**src/hw/rtl/wheel_odometry_dead_reckoning_unit_defines.svh**
```systemverilog
// assertion macros for the wheel odometry dead reckoning unit
`ifndef WHEEL_ODOMETRY_DEAD_RECKONING_UNIT_DEFINES_SVH
`define WHEEL_ODOMETRY_DEAD_RECKONING_UNIT_DEFINES_SVH
`ifndef SYNTHESIS
`define WODR_ASSERT_IMPL(label, clk, rst_n, a, b) \
  label: assert property (@(posedge clk) disable iff (!rst_n) (a) |-> (b)) \
    else $error("assertion failed");
`define WODR_ASSERT_NEXT(label, clk, rst_n, a, b) \
  label: assert property (@(posedge clk) disable iff (!rst_n) (a) |=> (b)) \
    else $error("assertion failed");
`else
`define WODR_ASSERT_IMPL(label, clk, rst_n, a, b)
`define WODR_ASSERT_NEXT(label, clk, rst_n, a, b)
`endif
`endif

```
**src/hw/rtl/wodr_pkg.sv**
```systemverilog
// shared types, codes and constant tables of the odometry unit
package wodr_pkg;
  localparam int CFG_IW  = 3;
  localparam int ATAN_IW = 5;
  localparam int ATAN_N  = 24;
  localparam int CX_W    = 34;
  localparam int ZW      = 40;

  typedef logic [CFG_IW-1:0] cfg_idx_t;
  localparam cfg_idx_t REG_IMU_MODE      = 3'd0;
  localparam cfg_idx_t REG_START_X       = 3'd1;
  localparam cfg_idx_t REG_START_Y       = 3'd2;
  localparam cfg_idx_t REG_START_HEADING = 3'd3;
  localparam cfg_idx_t REG_TPT           = 3'd4;
  localparam cfg_idx_t REG_TPI           = 3'd5;

  typedef logic [3:0] op_t;
  localparam op_t OP_TURN = 4'd0;
  localparam op_t OP_FWD  = 4'd1;
  localparam op_t OP_SPD  = 4'd2;
  localparam op_t OP_WRH  = 4'd3;
  localparam op_t OP_WRI  = 4'd4;
  localparam op_t OP_MZ   = 4'd5;
  localparam op_t OP_MCH  = 4'd6;
  localparam op_t OP_MCL  = 4'd7;
  localparam op_t OP_MSH  = 4'd8;
  localparam op_t OP_MSL  = 4'd9;

  typedef struct packed {
    logic               load;
    logic               div_start;
    logic               div_cap;
    logic               mod_cap;
    logic               mul_en;
    logic               z_init;
    logic               cstep_en;
    logic [ATAN_IW-1:0] cstep;
    logic               ph_cap;
    logic               rx_cap;
    logic               commit;
    op_t                op;
  } cmd_t;

  typedef struct packed {
    logic div_idle;
  } stat_t;

  // atan(2^-i) in nano-degrees
  localparam logic [35:0] ATAN_ND [ATAN_N] = '{
    36'd45000000000, 36'd26565051177, 36'd14036243468, 36'd7125016349,
    36'd3576334375,  36'd1789910608,  36'd895173710,   36'd447614171,
    36'd223810500,   36'd111905677,   36'd55952892,    36'd27976453,
    36'd13988227,    36'd6994114,     36'd3497057,     36'd1748528,
    36'd874264,      36'd437132,      36'd218566,      36'd109283,
    36'd54642,       36'd27321,       36'd13660,       36'd6830
  };

  localparam logic [29:0] NANO = 30'd1000000000;
  localparam logic signed [CX_W-1:0] GAIN_Q30 = 34'sd652032874;
  localparam logic signed [ZW-1:0] Z90  = 40'sd90000000000;
  localparam logic signed [ZW-1:0] Z180 = 40'sd180000000000;

  function automatic logic signed [31:0] sat32(input logic signed [63:0] v);
    if (v > 64'sd2147483647) return 32'sh7fffffff;
    else if (v < -64'sd2147483648) return 32'sh80000000;
    else return v[31:0];
  endfunction
endpackage

```
**src/hw/rtl/wodr_ctrl.sv**
```systemverilog
// odometry sequencer: steps the divider, cordic and multiplier per sample
`include "wheel_odometry_dead_reckoning_unit_defines.svh"
module wodr_ctrl #(
  parameter int CORDIC_STEPS = 16
) (
  input  logic             clk,
  input  logic             rst_n,
  input  logic             in_tvalid,
  output logic             in_tready,
  output logic             out_tvalid,
  input  logic             out_tready,
  input  wodr_pkg::stat_t  stat,
  output wodr_pkg::cmd_t   cmd
);
  import wodr_pkg::*;

  localparam logic [3:0] S_IDLE  = 4'd0;
  localparam logic [3:0] S_DTURN = 4'd1;
  localparam logic [3:0] S_DFWD  = 4'd2;
  localparam logic [3:0] S_DSPD  = 4'd3;
  localparam logic [3:0] S_DWRH  = 4'd4;
  localparam logic [3:0] S_DWRI  = 4'd5;
  localparam logic [3:0] S_MZ    = 4'd6;
  localparam logic [3:0] S_ZI    = 4'd7;
  localparam logic [3:0] S_CORD  = 4'd8;
  localparam logic [3:0] S_MCH   = 4'd9;
  localparam logic [3:0] S_MCL   = 4'd10;
  localparam logic [3:0] S_MSH   = 4'd11;
  localparam logic [3:0] S_MSL   = 4'd12;
  localparam logic [3:0] S_OUT   = 4'd13;
  localparam logic [ATAN_IW-1:0] LAST_STEP = ATAN_IW'(CORDIC_STEPS - 1);

  logic [3:0]         state_r, state_nxt, div_next;
  logic               go_r, go_nxt;
  logic [ATAN_IW-1:0] cstep_r, cstep_nxt;
  logic               out_valid_r, out_valid_nxt;
  op_t                div_op;

  always_comb begin
    case (state_r)
      S_DTURN: begin div_op = OP_TURN; div_next = S_DFWD; end
      S_DFWD:  begin div_op = OP_FWD;  div_next = S_DSPD; end
      S_DSPD:  begin div_op = OP_SPD;  div_next = S_DWRH; end
      S_DWRH:  begin div_op = OP_WRH;  div_next = S_DWRI; end
      default: begin div_op = OP_WRI;  div_next = S_MZ;   end
    endcase
  end

  always_comb begin
    cmd           = '0;
    state_nxt     = state_r;
    go_nxt        = go_r;
    cstep_nxt     = cstep_r;
    out_valid_nxt = out_valid_r & ~out_tready;
    case (state_r)
      S_IDLE: begin
        if (in_tvalid) begin
          cmd.load  = 1'b1;
          state_nxt = S_DTURN;
        end
      end
      S_DTURN, S_DFWD, S_DSPD: begin
        cmd.op = div_op;
        if (!go_r) begin
          cmd.div_start = 1'b1;
          go_nxt        = 1'b1;
        end else if (stat.div_idle) begin
          cmd.div_cap = 1'b1;
          go_nxt      = 1'b0;
          state_nxt   = div_next;
        end
      end
      // heading wrap: modulo first, then fold to (-180,180]
      S_DWRH, S_DWRI: begin
        cmd.op = div_op;
        if (!go_r) begin
          cmd.mod_cap = 1'b1;
          go_nxt      = 1'b1;
        end else begin
          cmd.div_cap = 1'b1;
          go_nxt      = 1'b0;
          state_nxt   = div_next;
        end
      end
      S_MZ: begin
        cmd.op     = OP_MZ;
        cmd.mul_en = 1'b1;
        state_nxt  = S_ZI;
      end
      S_ZI: begin
        cmd.z_init = 1'b1;
        cstep_nxt  = '0;
        state_nxt  = S_CORD;
      end
      S_CORD: begin
        cmd.cstep_en = 1'b1;
        cmd.cstep    = cstep_r;
        if (cstep_r == LAST_STEP) state_nxt = S_MCH;
        else cstep_nxt = cstep_r + ATAN_IW'(1);
      end
      S_MCH: begin
        cmd.op     = OP_MCH;
        cmd.mul_en = 1'b1;
        state_nxt  = S_MCL;
      end
      S_MCL: begin
        cmd.op     = OP_MCL;
        cmd.mul_en = 1'b1;
        cmd.ph_cap = 1'b1;
        state_nxt  = S_MSH;
      end
      S_MSH: begin
        cmd.op     = OP_MSH;
        cmd.mul_en = 1'b1;
        cmd.rx_cap = 1'b1;
        state_nxt  = S_MSL;
      end
      S_MSL: begin
        cmd.op     = OP_MSL;
        cmd.mul_en = 1'b1;
        cmd.ph_cap = 1'b1;
        state_nxt  = S_OUT;
      end
      S_OUT: begin
        // hold until the output register is free
        if (!out_valid_r || out_tready) begin
          cmd.commit    = 1'b1;
          out_valid_nxt = 1'b1;
          state_nxt     = S_IDLE;
        end
      end
      default: state_nxt = S_IDLE;
    endcase
  end

  always_ff @(posedge clk) begin
    if (!rst_n) begin
      state_r     <= S_IDLE;
      go_r        <= 1'b0;
      cstep_r     <= '0;
      out_valid_r <= 1'b0;
    end else begin
      state_r     <= state_nxt;
      go_r        <= go_nxt;
      cstep_r     <= cstep_nxt;
      out_valid_r <= out_valid_nxt;
    end
  end

  assign in_tready  = (state_r == S_IDLE);
  assign out_tvalid = out_valid_r;

  `WODR_ASSERT_NEXT(a_load_div, clk, rst_n, in_tvalid && in_tready, state_r == S_DTURN && !go_r)
  `WODR_ASSERT_IMPL(a_cap_idle, clk, rst_n, cmd.div_cap, stat.div_idle && go_r)
  `WODR_ASSERT_NEXT(a_commit_out, clk, rst_n, cmd.commit, out_tvalid && state_r == S_IDLE)
  `WODR_ASSERT_IMPL(a_step_range, clk, rst_n, state_r == S_CORD, cstep_r <= LAST_STEP)
endmodule

```
**config.mk**
```make
export PLATFORM = sky130hd
export DESIGN_NAME = wodr_ctrl
export DESIGN_NICKNAME = d
export VERILOG_FILES = /design/src/hw/rtl/wodr_pkg.sv /design/src/hw/rtl/wodr_ctrl.sv
export VERILOG_INCLUDE_DIRS = /design/src /design/src/hw/rtl
export SDC_FILE = /design/constraint.sdc
export NUM_CORES = 1
export LEC_CHECK = 0
export BUFFER_PORTS_ARGS = -buffer_cell sky130_fd_sc_hd__buf_2
export CORE_ASPECT_RATIO = 0.8
export CORE_MARGIN = 3
export CORE_UTILIZATION = 50
export CTS_CLUSTER_DIAMETER = 80
export DETAILED_ROUTE_END_ITERATION = 10
export PLACE_DENSITY = 0.81
export RECOVER_POWER = 50
export SETUP_SLACK_MARGIN = 0.05
export SYNTH_ARGS = -nofsm -noshare
export SYNTH_HDL_FRONTEND = slang
export SYNTH_SLANG_ARGS = --single-unit
```
**constraint.sdc**
```tcl
create_clock -name clk -period 2 [get_ports clk]
set_input_delay 0.4 -clock clk [delete_from_list [all_inputs] [get_ports clk]]
set_output_delay 0.4 -clock clk [all_outputs]
set_load 0.02 [all_outputs]
```
After elaboration in Yosys (flattened, before gate mapping). Cells that the tools add are included.

Output and inout bits: 21. Register bits: 11. Word-level logic and storage cells: 73.

Muxes and demuxes: 33. Equality and inequality tests: 21. Add/subtract/negate cells: 1. Bitwise operators: 2. Reductions and logical operators: 12.

Operator list (count): 4-bit one-hot mux with 11 select lines (1); 4-bit equality test (second input constant) (6); 4-bit 2-to-1 mux (6); 3-bit one-hot mux with 4 select lines (2); 4-bit one-hot mux with 6 select lines (1); 1-bit 2-to-1 mux (18); 4-bit by 3-bit equality test with 1-bit output (second input constant) (4); 2-bit != test (second input constant) (7); 5-bit one-hot mux with 2 select lines (1); 5-bit OR reduction (2); 4-bit by 2-bit equality test with 1-bit output (second input constant) (2); 6-bit 2-to-1 mux (1); 6-bit AND reduction (1); 5-bit by 1-bit adder with 5-bit output (second input constant) (1); 5-bit by 4-bit equality test with 1-bit output (second input constant) (1); 5-bit 2-to-1 mux (1); 4-bit by 1-bit equality test with 1-bit output (second input constant) (1); 4-bit logical NOT (1); 1-bit one-hot mux with 2 select lines (2); 2-bit nonzero test (2); 2-bit OR reduction (2); 3-bit OR reduction (1); 2-bit AND reduction (1); 1-bit AND (1); 3 further kinds (3).

Longest topological paths before layout.
Word-level depth: 5. Gate-level depth with buffers: 7. Mapped depth without buffers: 7.

Least setup slack after synthesis. Ideal clock, no wire load.

Path kind: reg2out. Start point: register state_r[2]. End point: output port cmd[16] in the netlist's numbering. Data arrival time: 1882 ps. Buffers on the path: 2. Required time: 1600 ps. Setup slack: -282 ps. Stages on the path, launching flop included: 5. Path through: dfxtp_1 -> buf_6 -> clkbuf_1 -> a21oi_1 -> a2111oi_0.

RTL lines: start: declaration (RTL line wodr_ctrl.sv:33) `logic [3:0] state_r, state_nxt, div_next;`; start signal: assignment (RTL line wodr_ctrl.sv:143) `state_r <= state_nxt;`; end: declaration (RTL line wodr_ctrl.sv:13) `output wodr_pkg::cmd_t cmd`.

Worst setup path after layout.
Start point: register cstep_r[0]. End point: register state_r[2].

Longest elaborated chain between the ends: 3.

Ends and longest elaborated chain: start: declaration (RTL line wodr_ctrl.sv:35) `logic [ATAN_IW-1:0] cstep_r, cstep_nxt;`; start signal: assignment (RTL line wodr_ctrl.sv:145) `cstep_r <= cstep_nxt;`; 5-bit by 4-bit equality test with 1-bit output (RTL line wodr_ctrl.sv:98) `if (cstep_r == LAST_STEP) state_nxt = S_MCH;`; 2-bit != test (no source line); 6-bit AND reduction (no source line).

No other way between the ends. A chain may end at the register's enable or synchronous reset.

==> flow_metrics.env <==
export IMPL_die_w_um=53.4
export IMPL_cts_max_level=1
export IMPL_grt_pass1_vias=771
export IMPL_synth_ff_type="dfxtp_1"
export IMPL_syn2layout_area_growth_pct=26.9
export IMPL_nets=155
export IMPL_powerDensity_nw_per_um2=1050
export IMPL_dr_total_vias=964
export IMPL_cp_end_kind="register"
export IMPL_crit_fanout=5
export IMPL_r2r_end="state_r[2]"
export IMPL_n_antenna_cell=0
export IMPL_drv_slew=0
export IMPL_antenna_left=0
export IMPL_setup_violations=0
export IMPL_synthTopCellsByArea="dfxtp_1 (25%), xnor2_1 (6.8%), a21oi_1 (5.0%)"
export IMPL_ys_warn_count=0
export IMPL_cts_clk_slew_worst_paths_ps=80
export IMPL_synthesis_nets=125
export IMPL_place_ws_ps=151
export IMPL_p_int_uw=632
export IMPL_design_die_area_um2=2340
export IMPL_synth_cell_types=40
export IMPL_yosys_area_top_type="dfxtp_1"
export IMPL_clockPowerShare_pct=13.6
export IMPL_cts_hold_buf=0
export IMPL_period_needed_ps=1910
export IMPL_combPwrFrac_pct=59.7
export IMPL_syn_area_um2=898
export IMPL_die_y_um=43.9
export IMPL_clock_sinks=11
export IMPL_worstSetupPathType="register to register"
export IMPL_syn_inst=118
export IMPL_fin_area_um2=1140
export IMPL_dr_pass1_iters=4
export IMPL_clkLatencyLatePin_ps=280
export IMPL_tightest_slew_ps=399
export IMPL_finalPower_mw=1.19
export IMPL_syn_area_per_cell_um2=7.61
export IMPL_routed_wl_um=2390
export IMPL_routed_via_density=5.70
export IMPL_drv_cap=0
export IMPL_grt_max_degree=18
export IMPL_route_detailed_drc=0
export IMPL_core_area_um2=1660
export IMPL_worstPathArrival_ps=2070
export IMPL_wl_per_cell_um=14.1
export IMPL_dp_final_hpwl_um=1650
export IMPL_rr_worst_depth=7
export IMPL_synth_seq_cells=11
export IMPL_yosys_area_top_type_share_pct=24.5
export IMPL_post_route_period_util_pct=95.3
export IMPL_clock_skew_ps=8.20
export IMPL_place_area_um2=1060
export IMPL_cts_tree="built"
export IMPL_status="finished, final reports clean"
export IMPL_numCtsBuffers=3
export IMPL_io_buffers=25
export IMPL_endpoint="state_r[2]"
export IMPL_synthArstFlopShare_pct=0
export IMPL_hold_violations=0
export IMPL_switchingPower_uw=559
export IMPL_start_util_pct=54.1
export IMPL_drive_gt1_share_pct=32.7
export IMPL_grtUsageTotal_pct=20.5
export IMPL_peakVddDrop_mv=0.843
export IMPL_grt_ovfl_total=0
export IMPL_rows=13
export IMPL_whs_ps=410
export IMPL_setup_ws_ps=93.0
export IMPL_rsz0062_at_grt="true"
export IMPL_r2r_slack_ps=90
export IMPL_share_seq_of_total_power_pct=26.7
export IMPL_cts_root_buf="clkbuf_4"
export IMPL_fmaxAchievable_mhz=524
export IMPL_synth_seq_area_share_pct=24.5
export IMPL_power_share_switching_pct=46.9
export IMPL_gp_congestion=0.857
export IMPL_startpoint_type="register"
export IMPL_io_pins=26
export IMPL_hold_path_class="primary input to register"
export IMPL_startpoint="cstep_r[0]"
export IMPL_cp_required_ps=2170
export IMPL_nFillCells=138
export IMPL_synth_edf_count=0
export IMPL_power_static_leakage_nw=0.493
export IMPL_regToRegStartpoint="cstep_r[0]"
export IMPL_slew_headroom_pct=73.3
export IMPL_antenna_found_initial=0
export IMPL_drt_iter0_drc=39
export IMPL_clock_path_buffers=2
export IMPL_grt_first_pass_wirelength_um=3510
## how the worst min path moves through the flow
stage	start	to	slack, ps	cells past startpoint
after floorplan	cstep_r[3]	cstep_r[3]	490	2
after global placement	out_tvalid	out_tvalid	500	2
after global routing	rst_n	state_r[3]	430	3
after CTS	rst_n	state_r[3]	400	3
after detailed placement	out_tvalid	out_tvalid	520	2
final	rst_n	state_r[3]	410	3
## Yosys cell counts (2+ instances only)
master     n
a21oi_1    9
nor3b_1    2
buf_2      4
nor3_1     2
ha_1       2
nand4b_1   4
o21ai_0    6
o211ai_1   2
dfxtp_1   11
and4b_1    2
clkbuf_1   5
nand2_1    9
nand3_1    3
inv_1      5
nor2_1    12
xnor2_1    7
nor3_2     2
nor2b_1    3
and3_1     5
a211oi_1   2
mux2i_1    2
## state kept, by name (all words and copies together) (netlist names)
| signal | count |
|---|---|
| cstep_r | 5 |
| state_r | 4 |
| go_r | 1 |
| out_tvalid | 1 |
## layout by cell type, fill, tap and decap left out, drive strengths merged, types with 2 or more instances in the layout
cell type  synthesis  final
a2111oi            2      2
a211oi             2      2
a21oi              9      9
and2               2      2
and3               5      5
and4b              2      2
buf                6     31
clkbuf             5      8
dfxtp             11     11
ha                 2      2
inv                5      5
mux2i              2      2
nand2              9      9
nand3              3      3
nand4b             4      4
nor2              13     13
nor2b              3      3
nor3               4      4
nor3b              3      3
o211ai             2      2
o21ai              6      6
or2                2      2
xnor2              7      7
## routing by layer
layer / vias to the layer above / wire length [um] / global-route usage [%] / share of wire, %
li1: 483 / - / - / -
met5: - / 0 / 0 / 0
met4: 0 / 56 / 7.14 / 2.3
met1: 422 / 1060 / 28.8 / 44
met2: 49 / 1090 / 29.3 / 45
met3: 10 / 184 / 6.53 / 7.7
## logic make-up after synthesis
logic type,count (synthesis),synth area share [%]
buffers and inverters,16,8.08
DFF,11,24.5
adders and majority gates,2,2.79
and+or+nand+nor,53,34.8
AOI/OAI and AO/OA,26,19.5
xor gates and xnor gates,7,6.82
muxes,3,3.48
## worst max-delay path, stage by stage, from the launching register on
cell and delay, ps:
dfxtp_1 360, ha_1 220, and3_1 180, ha_1 180, mux2i_1 190, mux2i_2 150
and2_4 190, a2111oi_2 320
## repair_timing
item                                    4_1_cts  5_1_grt
buffers inserted                              0        3
pin swaps                                     0        1
gates resized for setup                       6        8
endpoints found under the setup margin        5        5
## final cells by class
type | count | area [um2] | share of cell area (%)
clock inverter | 1 | 5.00 | 0.439
timing repair buffer | 36 | 215 | 18.9
clock buffer | 3 | 22.5 | 1.98
sequential | 11 | 226 | 19.9
multi-input combinational | 91 | 624 | 54.8
inverter | 5 | 18.8 | 1.65
tap | 22 | 27.5 | 2.41
## power groups by stage
stage | clock (mW) | sequential, mW | combinational, mW
3_5_place_dp | 0 | 0.310 | 0.646
5_1_grt | 0.172 | 0.329 | 0.778
2_1_floorplan | 0 | 0.285 | 0.505
6_report | 0.162 | 0.318 | 0.711
4_1_cts | 0.166 | 0.313 | 0.653
3_3_place_gp | 0 | 0.307 | 0.630
## through the flow
| step | instances | util, % | setup TNS, ps |
|---|---|---|---|
| final | 169 | 68.7 | 0 |
| after global routing | 169 | 68.7 | 0 |
| after CTS | 166 | 66.6 | 0 |
| after detailed placement | 162 | 64.2 | 0 |
| after global placement | 162 | 64.2 | 0 |
| after floorplan | 118 | - | -62.7 |
No activity file was read; power rests on OpenSTA's default activity.
